[config.mk]
export PLATFORM = sky130hd
export DESIGN_NAME = inline_markup_tag_scanner_core
export DESIGN_NICKNAME = d
export VERILOG_FILES = /design/src/hdl/imts_pkg.sv /design/src/hdl/imts_front.sv /design/src/hdl/imts_evq.sv /design/src/hdl/imts_back.sv /design/src/hdl/inline_markup_tag_scanner_core.sv
export SDC_FILE = /design/constraint.sdc
export NUM_CORES = 1
export LEC_CHECK = 0
export ABC_AREA = 1
export CELL_PAD_IN_SITES_DETAIL_PLACEMENT = 1
export CELL_PAD_IN_SITES_GLOBAL_PLACEMENT = 2
export CORE_MARGIN = 1.5
export CORE_UTILIZATION = 36
export DETAILED_ROUTE_END_ITERATION = 7
export DONT_BUFFER_PORTS = 1
export GPL_TIMING_DRIVEN = 0
export PLACE_DENSITY_LB_ADDON = 0.1
export RECOVER_POWER = 100
export SYNTH_ARGS = -nofsm -noshare
export SYNTH_HDL_FRONTEND = slang
export SYNTH_HIERARCHICAL = 1
export SYNTH_SLANG_ARGS = --single-unit
export TNS_END_PERCENT = 10
[constraint.sdc]
create_clock -name clk_i -period 10.9 [get_ports clk_i]
set_clock_uncertainty 0.1 [all_clocks]
set_input_delay 1.635 -clock clk_i [delete_from_list [all_inputs] [get_ports clk_i]]
set_output_delay 1.635 -clock clk_i [all_outputs]
set_load 0.02 [all_outputs]
[src/hdl/imts_pkg.sv]
// shared types, constants and helpers of the inline markup tag scanner
package imts_pkg;

  localparam int unsigned POS_BITS       = 32;
  localparam int unsigned MARK_BITS      = 32;
  localparam int unsigned WIDE_BITS      = (POS_BITS > MARK_BITS) ? POS_BITS : MARK_BITS;
  localparam int unsigned FAMILIES       = 3;
  localparam int unsigned FAM_BITS       = 2;
  localparam int unsigned KIND_BITS      = 3;
  localparam int unsigned TAG_NAME_CHARS = 6;
  localparam int unsigned CNT_BITS       = 3;
  localparam int unsigned ALIASES        = 6;
  localparam int unsigned EVQ_DEPTH      = 4;
  localparam int unsigned EVQ_PTR_BITS   = 2;

  localparam logic [7:0] CH_LT    = 8'h3C;
  localparam logic [7:0] CH_SLASH = 8'h2F;
  localparam logic [7:0] CH_GT    = 8'h3E;

  // tag names, lower case, two per family: b strong / i em / s del
  localparam logic [7:0] ALIAS_TEXT [ALIASES][TAG_NAME_CHARS] = '{
    '{8'h62, 8'h00, 8'h00, 8'h00, 8'h00, 8'h00},
    '{8'h73, 8'h74, 8'h72, 8'h6F, 8'h6E, 8'h67},
    '{8'h69, 8'h00, 8'h00, 8'h00, 8'h00, 8'h00},
    '{8'h65, 8'h6D, 8'h00, 8'h00, 8'h00, 8'h00},
    '{8'h73, 8'h00, 8'h00, 8'h00, 8'h00, 8'h00},
    '{8'h64, 8'h65, 8'h6C, 8'h00, 8'h00, 8'h00}
  };
  localparam logic [CNT_BITS-1:0] ALIAS_LEN [ALIASES] = '{
    3'd1, 3'd6, 3'd1, 3'd2, 3'd1, 3'd3
  };

  localparam logic [KIND_BITS-1:0] KIND_BOLD_START   = 3'd0;
  localparam logic [KIND_BITS-1:0] KIND_BOLD_END     = 3'd1;
  localparam logic [KIND_BITS-1:0] KIND_ITALIC_START = 3'd2;
  localparam logic [KIND_BITS-1:0] KIND_ITALIC_END   = 3'd3;
  localparam logic [KIND_BITS-1:0] KIND_STRIKE_START = 3'd4;
  localparam logic [KIND_BITS-1:0] KIND_STRIKE_END   = 3'd5;

  localparam logic [FAM_BITS-1:0] FAM_BOLD   = 2'd0;
  localparam logic [FAM_BITS-1:0] FAM_ITALIC = 2'd1;
  localparam logic [FAM_BITS-1:0] FAM_STRIKE = 2'd2;

  typedef logic [POS_BITS-1:0] pos_t;

  // one resolved '>' with the families that produce a marker
  typedef struct packed {
    logic [FAMILIES-1:0] fire;
    logic [FAMILIES-1:0] closing;
    pos_t [FAMILIES-1:0] tag_pos;
    pos_t                gt_pos;
  } imts_event_t;

  function automatic logic [KIND_BITS-1:0] fam_kind(input logic [FAM_BITS-1:0] fam,
                                                    input logic closing);
    logic [KIND_BITS-1:0] kind;
    unique case (fam)
      FAM_BOLD:   kind = closing ? KIND_BOLD_END : KIND_BOLD_START;
      FAM_ITALIC: kind = closing ? KIND_ITALIC_END : KIND_ITALIC_START;
      FAM_STRIKE: kind = closing ? KIND_STRIKE_END : KIND_STRIKE_START;
      default:    kind = KIND_BOLD_START;
    endcase
    return kind;
  endfunction

endpackage

[src/hdl/imts_front.sv]
// front end: byte scanner, tag name match and per-family open/pending state
module imts_front import imts_pkg::*; (
  input  logic        clk_i,
  input  logic        rst_ni,
  input  logic        take_i,
  input  logic [7:0]  byte_i,
  input  logic        eot_i,
  output logic        ev_push_o,
  output imts_event_t ev_o
);

  localparam logic [1:0] PH_IDLE = 2'd0;
  localparam logic [1:0] PH_LT   = 2'd1;
  localparam logic [1:0] PH_NAME = 2'd2;

  pos_t                pos_q, pos_d;
  logic [1:0]          phase_q, phase_d;
  pos_t                start_q, start_d;
  logic                closing_q, closing_d;
  logic [7:0]          name_q [TAG_NAME_CHARS];
  logic [7:0]          name_d [TAG_NAME_CHARS];
  logic [CNT_BITS-1:0] cnt_q, cnt_d;
  logic                ovf_q, ovf_d;
  logic [FAMILIES-1:0] wait_q, wait_d;
  pos_t [FAMILIES-1:0] fpos_q, fpos_d;
  logic [FAMILIES-1:0] fclose_q, fclose_d;
  logic [FAMILIES-1:0] open_q, open_d;

  logic [ALIASES-1:0]  alias_hit;
  logic [FAMILIES-1:0] fam_hit;
  logic [FAMILIES-1:0] wait_mid;
  pos_t [FAMILIES-1:0] fpos_mid;
  logic [FAMILIES-1:0] fclose_mid;
  logic [FAMILIES-1:0] fire;
  logic [7:0]          lower;
  logic                is_name, lt_slash, name_ch, other, finish, is_gt;

  always_comb begin
    for (int a = 0; a < ALIASES; a++) begin
      alias_hit[a] = (cnt_q == ALIAS_LEN[a]);
      for (int k = 0; k < TAG_NAME_CHARS; k++) begin
        if ((k < int'(ALIAS_LEN[a])) && (name_q[k] != ALIAS_TEXT[a][k])) begin
          alias_hit[a] = 1'b0;
        end
      end
    end
    for (int f = 0; f < FAMILIES; f++) begin
      fam_hit[f] = !ovf_q && (cnt_q != '0) && (alias_hit[2*f] || alias_hit[2*f+1]);
    end
  end

  assign is_name = ((byte_i >= 8'h61) && (byte_i <= 8'h7A)) ||
                   ((byte_i >= 8'h41) && (byte_i <= 8'h5A)) ||
                   ((byte_i >= 8'h30) && (byte_i <= 8'h39));
  assign lower    = ((byte_i >= 8'h41) && (byte_i <= 8'h5A)) ? byte_i + 8'h20 : byte_i;
  assign lt_slash = (phase_q == PH_LT) && (byte_i == CH_SLASH);
  assign name_ch  = !lt_slash && (phase_q != PH_IDLE) && is_name;
  assign other    = !lt_slash && !name_ch;
  assign finish   = other && (phase_q != PH_IDLE);
  assign is_gt    = other && (byte_i == CH_GT);

  // first tag of a family since its last '>' wins
  always_comb begin
    for (int f = 0; f < FAMILIES; f++) begin
      wait_mid[f]   = wait_q[f];
      fpos_mid[f]   = fpos_q[f];
      fclose_mid[f] = fclose_q[f];
      if (finish && fam_hit[f] && !wait_q[f]) begin
        wait_mid[f]   = 1'b1;
        fpos_mid[f]   = start_q;
        fclose_mid[f] = closing_q;
      end
      // open while closed, or close while open
      fire[f] = wait_mid[f] && (fclose_mid[f] == open_q[f]);
    end
  end

  assign ev_push_o     = take_i && is_gt && (fire != '0);
  assign ev_o.fire     = fire;
  assign ev_o.closing  = fclose_mid;
  assign ev_o.tag_pos  = fpos_mid;
  assign ev_o.gt_pos   = pos_q;

  always_comb begin
    pos_d     = pos_q;
    phase_d   = phase_q;
    start_d   = start_q;
    closing_d = closing_q;
    name_d    = name_q;
    cnt_d     = cnt_q;
    ovf_d     = ovf_q;
    wait_d    = wait_q;
    fpos_d    = fpos_q;
    fclose_d  = fclose_q;
    open_d    = open_q;
    if (take_i) begin
      wait_d   = wait_mid;
      fpos_d   = fpos_mid;
      fclose_d = fclose_mid;
      if (lt_slash) begin
        closing_d = 1'b1;
        phase_d   = PH_NAME;
      end else if (name_ch) begin
        phase_d = PH_NAME;
        if (cnt_q < CNT_BITS'(TAG_NAME_CHARS)) begin
          for (int k = 0; k < TAG_NAME_CHARS; k++) begin
            if (cnt_q == CNT_BITS'(k)) begin
              name_d[k] = lower;
            end
          end
          cnt_d = cnt_q + 1'b1;
        end else begin
          ovf_d = 1'b1;
        end
      end else begin
        phase_d = PH_IDLE;
        if (byte_i == CH_LT) begin
          phase_d   = PH_LT;
          start_d   = pos_q;
          closing_d = 1'b0;
          cnt_d     = '0;
          ovf_d     = 1'b0;
        end else if (byte_i == CH_GT) begin
          wait_d = '0;
          open_d = open_q ^ fire;
        end
      end
      // position saturates at all ones
      if (pos_q != '1) begin
        pos_d = pos_q + 1'b1;
      end
      if (eot_i) begin
        pos_d     = '0;
        phase_d   = PH_IDLE;
        start_d   = '0;
        closing_d = 1'b0;
        for (int k = 0; k < TAG_NAME_CHARS; k++) begin
          name_d[k] = '0;
        end
        cnt_d  = '0;
        ovf_d  = 1'b0;
        wait_d = '0;
        open_d = '0;
      end
    end
  end

  always_ff @(posedge clk_i or negedge rst_ni) begin
    if (!rst_ni) begin
      pos_q     <= '0;
      phase_q   <= PH_IDLE;
      start_q   <= '0;
      closing_q <= 1'b0;
      for (int k = 0; k < TAG_NAME_CHARS; k++) begin
        name_q[k] <= '0;
      end
      cnt_q  <= '0;
      ovf_q  <= 1'b0;
      wait_q <= '0;
      open_q <= '0;
    end else begin
      pos_q     <= pos_d;
      phase_q   <= phase_d;
      start_q   <= start_d;
      closing_q <= closing_d;
      name_q    <= name_d;
      cnt_q     <= cnt_d;
      ovf_q     <= ovf_d;
      wait_q    <= wait_d;
      open_q    <= open_d;
    end
  end

  // pending tag payload, only read while its wait bit is set
  always_ff @(posedge clk_i) begin
    fpos_q   <= fpos_d;
    fclose_q <= fclose_d;
  end

endmodule

[src/hdl/imts_evq.sv]
// short event queue between the scanner front end and the marker back end
module imts_evq import imts_pkg::*; (
  input  logic        clk_i,
  input  logic        rst_ni,
  input  logic        push_i,
  input  imts_event_t data_i,
  input  logic        pop_i,
  output logic        full_o,
  output logic        empty_o,
  output imts_event_t data_o
);

  imts_event_t               mem_q [EVQ_DEPTH];
  logic [EVQ_PTR_BITS-1:0]   wr_q, rd_q;
  logic [EVQ_PTR_BITS:0]     cnt_q;

  assign full_o  = (cnt_q == (EVQ_PTR_BITS+1)'(EVQ_DEPTH));
  assign empty_o = (cnt_q == '0);
  assign data_o  = mem_q[rd_q];

  always_ff @(posedge clk_i or negedge rst_ni) begin
    if (!rst_ni) begin
      wr_q  <= '0;
      rd_q  <= '0;
      cnt_q <= '0;
    end else begin
      if (push_i) begin
        wr_q <= wr_q + 1'b1;
      end
      if (pop_i) begin
        rd_q <= rd_q + 1'b1;
      end
      if (push_i && !pop_i) begin
        cnt_q <= cnt_q + 1'b1;
      end else if (pop_i && !push_i) begin
        cnt_q <= cnt_q - 1'b1;
      end
    end
  end

  always_ff @(posedge clk_i) begin
    if (push_i) begin
      mem_q[wr_q] <= data_i;
    end
  end

endmodule

[src/hdl/imts_back.sv]
// back end: emits the markers of one event in position order, one per cycle while popped
module imts_back import imts_pkg::*; (
  input  logic                 clk_i,
  input  logic                 rst_ni,
  input  logic                 ev_empty_i,
  input  imts_event_t          ev_i,
  output logic                 ev_pop_o,
  input  logic                 pop_i,
  output logic                 empty_o,
  output logic [MARK_BITS-1:0] marker_pos_o,
  output logic [MARK_BITS-1:0] marker_length_o,
  output logic [KIND_BITS-1:0] marker_kind_o,
  output logic                 last_of_run_o
);

  logic [FAMILIES-1:0]  mask_q, mask_d, sel, mask_rest;
  imts_event_t          cur_q;
  logic                 out_valid_q;
  logic [MARK_BITS-1:0] pos_out_q, len_out_q;
  logic [KIND_BITS-1:0] kind_out_q;
  logic                 last_out_q;

  logic                 adv, can_load;
  pos_t                 sel_pos;
  logic [FAM_BITS-1:0]  sel_fam;
  logic                 sel_close;
  logic [WIDE_BITS-1:0] span;

  assign adv = (mask_q != '0) && (!out_valid_q || pop_i);

  // pick the earliest remaining tag, lower family first on a tie
  always_comb begin
    for (int f = 0; f < FAMILIES; f++) begin
      sel[f] = mask_q[f];
      for (int g = 0; g < FAMILIES; g++) begin
        if ((g != f) && mask_q[g]) begin
          if (!((cur_q.tag_pos[f] < cur_q.tag_pos[g]) ||
                ((cur_q.tag_pos[f] == cur_q.tag_pos[g]) && (f < g)))) begin
            sel[f] = 1'b0;
          end
        end
      end
    end
  end

  always_comb begin
    sel_pos   = '0;
    sel_fam   = '0;
    sel_close = 1'b0;
    for (int f = 0; f < FAMILIES; f++) begin
      if (sel[f]) begin
        sel_pos   = cur_q.tag_pos[f];
        sel_fam   = FAM_BITS'(f);
        sel_close = cur_q.closing[f];
      end
    end
  end

  assign span      = WIDE_BITS'(cur_q.gt_pos) - WIDE_BITS'(sel_pos) + 1'b1;
  assign mask_rest = mask_q & ~sel;
  assign can_load  = (mask_q == '0) || (adv && (mask_rest == '0));
  assign ev_pop_o  = can_load && !ev_empty_i;

  always_comb begin
    mask_d = mask_q;
    if (ev_pop_o) begin
      mask_d = ev_i.fire;
    end else if (adv) begin
      mask_d = mask_rest;
    end
  end

  always_ff @(posedge clk_i or negedge rst_ni) begin
    if (!rst_ni) begin
      mask_q      <= '0;
      out_valid_q <= 1'b0;
    end else begin
      mask_q <= mask_d;
      if (adv) begin
        out_valid_q <= 1'b1;
      end else if (pop_i) begin
        out_valid_q <= 1'b0;
      end
    end
  end

  always_ff @(posedge clk_i) begin
    if (ev_pop_o) begin
      cur_q <= ev_i;
    end
    if (adv) begin
      pos_out_q  <= MARK_BITS'(WIDE_BITS'(sel_pos));
      len_out_q  <= span[MARK_BITS-1:0];
      kind_out_q <= fam_kind(sel_fam, sel_close);
      last_out_q <= (mask_rest == '0);
    end
  end

  assign empty_o         = !out_valid_q;
  assign marker_pos_o    = pos_out_q;
  assign marker_length_o = len_out_q;
  assign marker_kind_o   = kind_out_q;
  assign last_of_run_o   = last_out_q;

endmodule

[src/hdl/inline_markup_tag_scanner_core.sv]
// Inline markup tag scanner: finds bold, italic and strike HTML tags in a byte stream.
//
// Input channel: one text byte per transfer (push while full is low), with
// end_of_text_i on the last byte of a document; after that byte all scanner
// state, open flags included, returns to its reset value.
// Result channel: a marker (position of '<', length through '>', kind, and
// last_of_run on the final marker of one '>') sits on the ports while empty
// is low and leaves on pop.
// Throughput: one byte per cycle while full is low; the back end emits one marker
// per cycle while popped, so a '>' resolving three families yields three markers.
// Path: a marker's '>' event is written to the event queue, loaded into the back end's
// current event register and then into its output register when nothing is ahead.
// A four-entry event queue sits between scanner and marker sequencer. Bytes
// keep flowing while the receiver stalls until that queue fills; full then
// rises and holds the input until markers are popped.
// Reset: asynchronous, active low; empties the queue and output, positions at
// zero, all families closed.
module inline_markup_tag_scanner_core import imts_pkg::*; (
  input  logic                 clk_i,
  input  logic                 rst_ni,
  input  logic                 push,
  output logic                 full,
  input  logic [7:0]           text_byte_i,
  input  logic                 end_of_text_i,
  output logic                 empty,
  input  logic                 pop,
  output logic [MARK_BITS-1:0] marker_pos_o,
  output logic [MARK_BITS-1:0] marker_length_o,
  output logic [KIND_BITS-1:0] marker_kind_o,
  output logic                 last_of_run_o
);

  logic        take;
  logic        ev_push, ev_pop, ev_empty;
  imts_event_t ev_in, ev_out;

  assign take = push && !full;

  imts_front u_front (
    .clk_i     (clk_i),
    .rst_ni    (rst_ni),
    .take_i    (take),
    .byte_i    (text_byte_i),
    .eot_i     (end_of_text_i),
    .ev_push_o (ev_push),
    .ev_o      (ev_in)
  );

  imts_evq u_evq (
    .clk_i   (clk_i),
    .rst_ni  (rst_ni),
    .push_i  (ev_push),
    .data_i  (ev_in),
    .pop_i   (ev_pop),
    .full_o  (full),
    .empty_o (ev_empty),
    .data_o  (ev_out)
  );

  imts_back u_back (
    .clk_i           (clk_i),
    .rst_ni          (rst_ni),
    .ev_empty_i      (ev_empty),
    .ev_i            (ev_out),
    .ev_pop_o        (ev_pop),
    .pop_i           (pop && !empty),
    .empty_o         (empty),
    .marker_pos_o    (marker_pos_o),
    .marker_length_o (marker_length_o),
    .marker_kind_o   (marker_kind_o),
    .last_of_run_o   (last_of_run_o)
  );

endmodule

==> results.txt <==
Non-Filler Instances: 5647
Cell Area, Synth: 0.0438 mm2
setup slack at placement: 3.49 ns
Final Max Slew Viols: 453
Cell Rows: 127
synthesized area divided by synthesized cell count: 11.5 um2
hold-fix buffers at CTS: 0
x dimension of the die: 352 um
Post-synth ARST share: 0.140
endpoint class of the critical path: register
signed area change from the synthesized netlist to the final layout: 12.4%
overall track demand over capacity in global routing: 0.224
Clk Tree Root Cell: sky130_fd_sc_hd__clkbuf_16
worst max-slew margin expressed relative to the limit: -1.89
unique cell type count in the Yosys netlist: 55
unrepaired setup endpoints after global routing: false
HPWL Detailed: 99.6 mm
Req. time, crit path: 11.21 ns
clock transition at the register clock pins on the worst setup and hold paths after CTS: 0.06 ns
Register-to-Register Setup Slack: 2.55 ns
final-layout worst hold slack: 0.380 ns
total wire length: 139 mm
slew at the pin with the worst max-slew slack: 4.31 ns
via count of the first global-routing pass: 29.5k
depth of the critical timing path with buffers and inverters included: 24
H-tree levels: 3
family with the most delay on the worst path: compound AO/OA/AOI/OAI gates
Remaining Overflow, GRT: 0
share of the yosys chip area belonging to registers: 0.649
launching point of the worst reg2reg path: u_back/cur_q[75]
number of cells on the worst reg-to-reg path: 24
Pleak: 19.6 nW
count of routing violations after the opening detailed-route iteration: 1951
number of enable-type register cells in the synthesized netlist: 834
largest incremental delay on the critical path: 1.06 ns
remaining antenna violation count after routing: 0
max-capacitance violation count: 12
1st-pass router iterations: 5
clock latency reported for the late side of the worst-skew pair: 0.70 ns
violations in the final reports: capacitance limit, slew limit
top flip-flop cell by instance count after synthesis: sky130_fd_sc_hd__edfxtp_1
number of endpoints failing setup at the final stage: 0
proportion of layout cells with a drive suffix above 1: 0.0711
wire length of the first global-routing pass: 203 mm
result of the run: finished with violations
part of the cycle the worst path needs: 0.766
Crit Path Class: register to register
number of synthesized register bits: 970
TritonCTS clock tree: done
number of placed cells counting well taps: 5445
Max IR drop VDD: 0.328 mV
maximum clock frequency: 0.120 GHz
die outline height: 352 um
count of endpoints failing hold in the final timing report: 0
worst setup path endpoint: u_back/marker_length_o[31]
number of filler instances in the final layout: 12.9k
placeable core region: 0.120 mm2
number of buffer and inverter stages on the critical path: 3
number of nets in the finished design: 4130
most frequent cell on the critical path: sky130_fd_sc_hd__nand2_1
Setup WS post-layout: 2.55 ns
Util after Layout: 0.410
Setup crit start kind: register
RD Place Congestion: 0.842
TritonCTS Buffers: 109
number of antenna violations at the first check in global routing: 3
Post-Syn Instances: 3815
sequential cell area in the final layout: 0.0284 mm2
number of warnings printed during yosys synthesis: 6
DRC violation count after routing: 0
syn_nets: 4001
series of cell instances along the critical path: inv_1 > ha_1 > a21oi_1 > nand2_1 > a21oi_1 > nand2_1 > nand2_1 > nand2_1 > nand2_1 > nand3_1 > nand2_1 > clkbuf_1 > o21ai_0 > a31oi_1 > ha_1 > ha_1 > a21oi_1 > o21ai_0 > a21oi_1 > o211ai_1 > a21oi_1 > inv_1 > nand3_1 > nand2_1
maximum fanout encountered on the critical timing path: 10
number of port buffers: 0
io pins: 83
number of sinks driven by the clock tree: 970
endpoint of the lowest-slack register-to-register path: u_back/marker_length_o[31]
cell with the largest stage delay on the worst path: sky130_fd_sc_hd__a31oi_1
Power Density: 351 mW/mm2
number of resized instances in the post-cts repair step: 0
startpoint of the worst setup timing path: u_back/cur_q[75]
largest net degree at the start of global routing: 137
die footprint: 0.124 mm2
worst hold-check path type: register to register
total area of multi-input combinational cells: 0.0119 mm2
routed length per instance: 24.7 um
routed via count: 28.7k
# Post-CTS Setup Buffers: 0
initial cell density of the core: 0.365
number of buffers on the longest clock path: 3
vias per cell: 5.07
data arrival at the endpoint of the critical path: 8.66 ns
crit path time final: 8.35 ns
## metrics by stage
step | TNS [ns] | power, mW | area [um2]
3_3_place_gp | -2808.52 | 13.7 | 45900
3_5_place_dp | 0 | 14.0 | 46300
2_1_floorplan | 0 | 10.6 | 43800
6_report | 0 | 17.3 | 49300
5_1_grt | 0 | 18.4 | 49300
4_1_cts | 0 | 17.7 | 49900
## state kept, by name (all words and copies together), names as in the netlist, 3 cells and up
signal and count:
u_back/marker_kind_o 3, u_front/wait_q 3, u_back/marker_length_o 32, u_front/cnt_q 3, u_front/open_q 3, u_evq/cnt_q 3
u_back/marker_pos_o 32, u_back/cur_q 131, u_front/pos_q 32, u_front/fpos_q 96, u_evq/mem_q 536, u_front/start_q 32
u_back/mask_q 3, u_front/name_q 48, u_front/fclose_q 3
## cell families after synthesis
| logic type | synth area share |
|---|---|
| buf+inv | 0.0747 |
| mux | 0.000514 |
| compound gates | 0.104 |
| xor+xnor | 0.00859 |
| fa+ha+maj | 0.0497 |
| flops | 0.649 |
| simple gates | 0.114 |
## worst min-delay path: stages (launching register included)
cell,delay (ns)
sky130_fd_sc_hd__dfrtp_1,0.35
sky130_fd_sc_hd__nand2_1,0.06
sky130_fd_sc_hd__nand2_1,0.05
## synth_stat cells (20+ instances only)
cell / number / share of area
sky130_fd_sc_hd__nor3_1: 25 / 0.0029
sky130_fd_sc_hd__ha_1: 171 / 0.049
sky130_fd_sc_hd__buf_2: 33 / 0.0038
sky130_fd_sc_hd__o21ai_0: 104 / 0.012
sky130_fd_sc_hd__a31oi_1: 20 / 0.0029
sky130_fd_sc_hd__xor2_1: 28 / 0.0056
sky130_fd_sc_hd__o22ai_1: 28 / 0.0040
sky130_fd_sc_hd__a21oi_1: 121 / 0.014
sky130_fd_sc_hd__dfrtp_1: 136 / 0.078
sky130_fd_sc_hd__nand2_1: 885 / 0.076
sky130_fd_sc_hd__nor2_1: 131 / 0.011
sky130_fd_sc_hd__o21ai_1: 125 / 0.014
sky130_fd_sc_hd__inv_1: 535 / 0.046
sky130_fd_sc_hd__o211ai_1: 277 / 0.047
sky130_fd_sc_hd__nand3_1: 72 / 0.0082
sky130_fd_sc_hd__buf_6: 64 / 0.016
sky130_fd_sc_hd__edfxtp_1: 834 / 0.57
sky130_fd_sc_hd__nand4_1: 35 / 0.0050
sky130_fd_sc_hd__buf_4: 29 / 0.0050
## area by class of cell
class / count / share of cell area
timing repair buffer: 18 / 0.00330
clock buffer: 140 / 0.0592
sequential: 970 / 0.577
inverter: 556 / 0.0425
antenna: 1 / 0.0000508
tap: 1612 / 0.0409
clock inverter: 61 / 0.0135
buffer: 143 / 0.0213
multi-input combinational: 2146 / 0.242
## placed cells by master (no fill, tap or decap), types with 4 or more instances in the layout
master                       Yosys  layout
sky130_fd_sc_hd__nor3_1         25      26
sky130_fd_sc_hd__nor2_1        131     140
sky130_fd_sc_hd__a21oi_1       121     123
sky130_fd_sc_hd__inv_2          19      15
sky130_fd_sc_hd__o21ai_0       104     223
sky130_fd_sc_hd__nor3_2          7       6
sky130_fd_sc_hd__o22ai_1        28      28
sky130_fd_sc_hd__nand2_1       885     894
sky130_fd_sc_hd__buf_2          33      11
sky130_fd_sc_hd__clkinvlp_4      0       4
sky130_fd_sc_hd__buf_16          0       4
sky130_fd_sc_hd__inv_1         535     534
sky130_fd_sc_hd__o211ai_1      277     277
sky130_fd_sc_hd__dfrtp_1       136     136
sky130_fd_sc_hd__clkinvlp_2      0       5
sky130_fd_sc_hd__nand4_1        35      35
sky130_fd_sc_hd__nand3_1        72      75
sky130_fd_sc_hd__clkbuf_16       0     111
sky130_fd_sc_hd__nor4_1          9       9
sky130_fd_sc_hd__o21a_1         10      10
sky130_fd_sc_hd__buf_6          64      57
sky130_fd_sc_hd__a21o_1          4       4
sky130_fd_sc_hd__xnor2_1        15      15
sky130_fd_sc_hd__o21ai_1       125       6
sky130_fd_sc_hd__o31ai_1        10      10
sky130_fd_sc_hd__a31oi_1        20      29
sky130_fd_sc_hd__bufinv_16       0      12
sky130_fd_sc_hd__clkinv_2        0      18
sky130_fd_sc_hd__edfxtp_1      834     834
sky130_fd_sc_hd__clkinv_1        1      23
sky130_fd_sc_hd__ha_1          171     171
sky130_fd_sc_hd__buf_4          29      14
sky130_fd_sc_hd__xor2_1         28      28
sky130_fd_sc_hd__nand2_2        15       6
sky130_fd_sc_hd__clkbuf_1       12      97
sky130_fd_sc_hd__clkbuf_8        2       5
## where the power goes
group	switching (mW)	internal (mW)
Combinational	5.50	2.23
Sequential	0.565	5.29
Clock	1.54	2.17
Total	7.61	9.69
## how the worst min path moves through the flow
| stage | to | start | slack, ns | depth (start not counted) |
|---|---|---|---|---|
| final | u_front/name_q[47] | u_front/name_q[47] | 0.38 | 2 |
| after global routing | u_front/name_q[13] | u_front/name_q[13] | 0.41 | 2 |
| after CTS | u_front/name_q[47] | u_front/name_q[47] | 0.38 | 2 |
| after detailed placement | u_front/name_q[47] | u_front/name_q[47] | 0.37 | 2 |
| after global placement | u_front/name_q[47] | u_front/name_q[47] | 0.36 | 2 |
| after floorplan | u_front/name_q[0] | u_front/name_q[0] | 0.34 | 2 |
## layer usage
layer | vias to the layer above | track usage | wire (um)
met5 | - | 0 | 0
met4 | 0 | 0.0623 | 3320
met3 | 151 | 0.0347 | 6520
met2 | 534 | 0.356 | 64000
met1 | 14500 | 0.317 | 65500
li1 | 13500 | - | -
(Power assumes the default switching activity.)
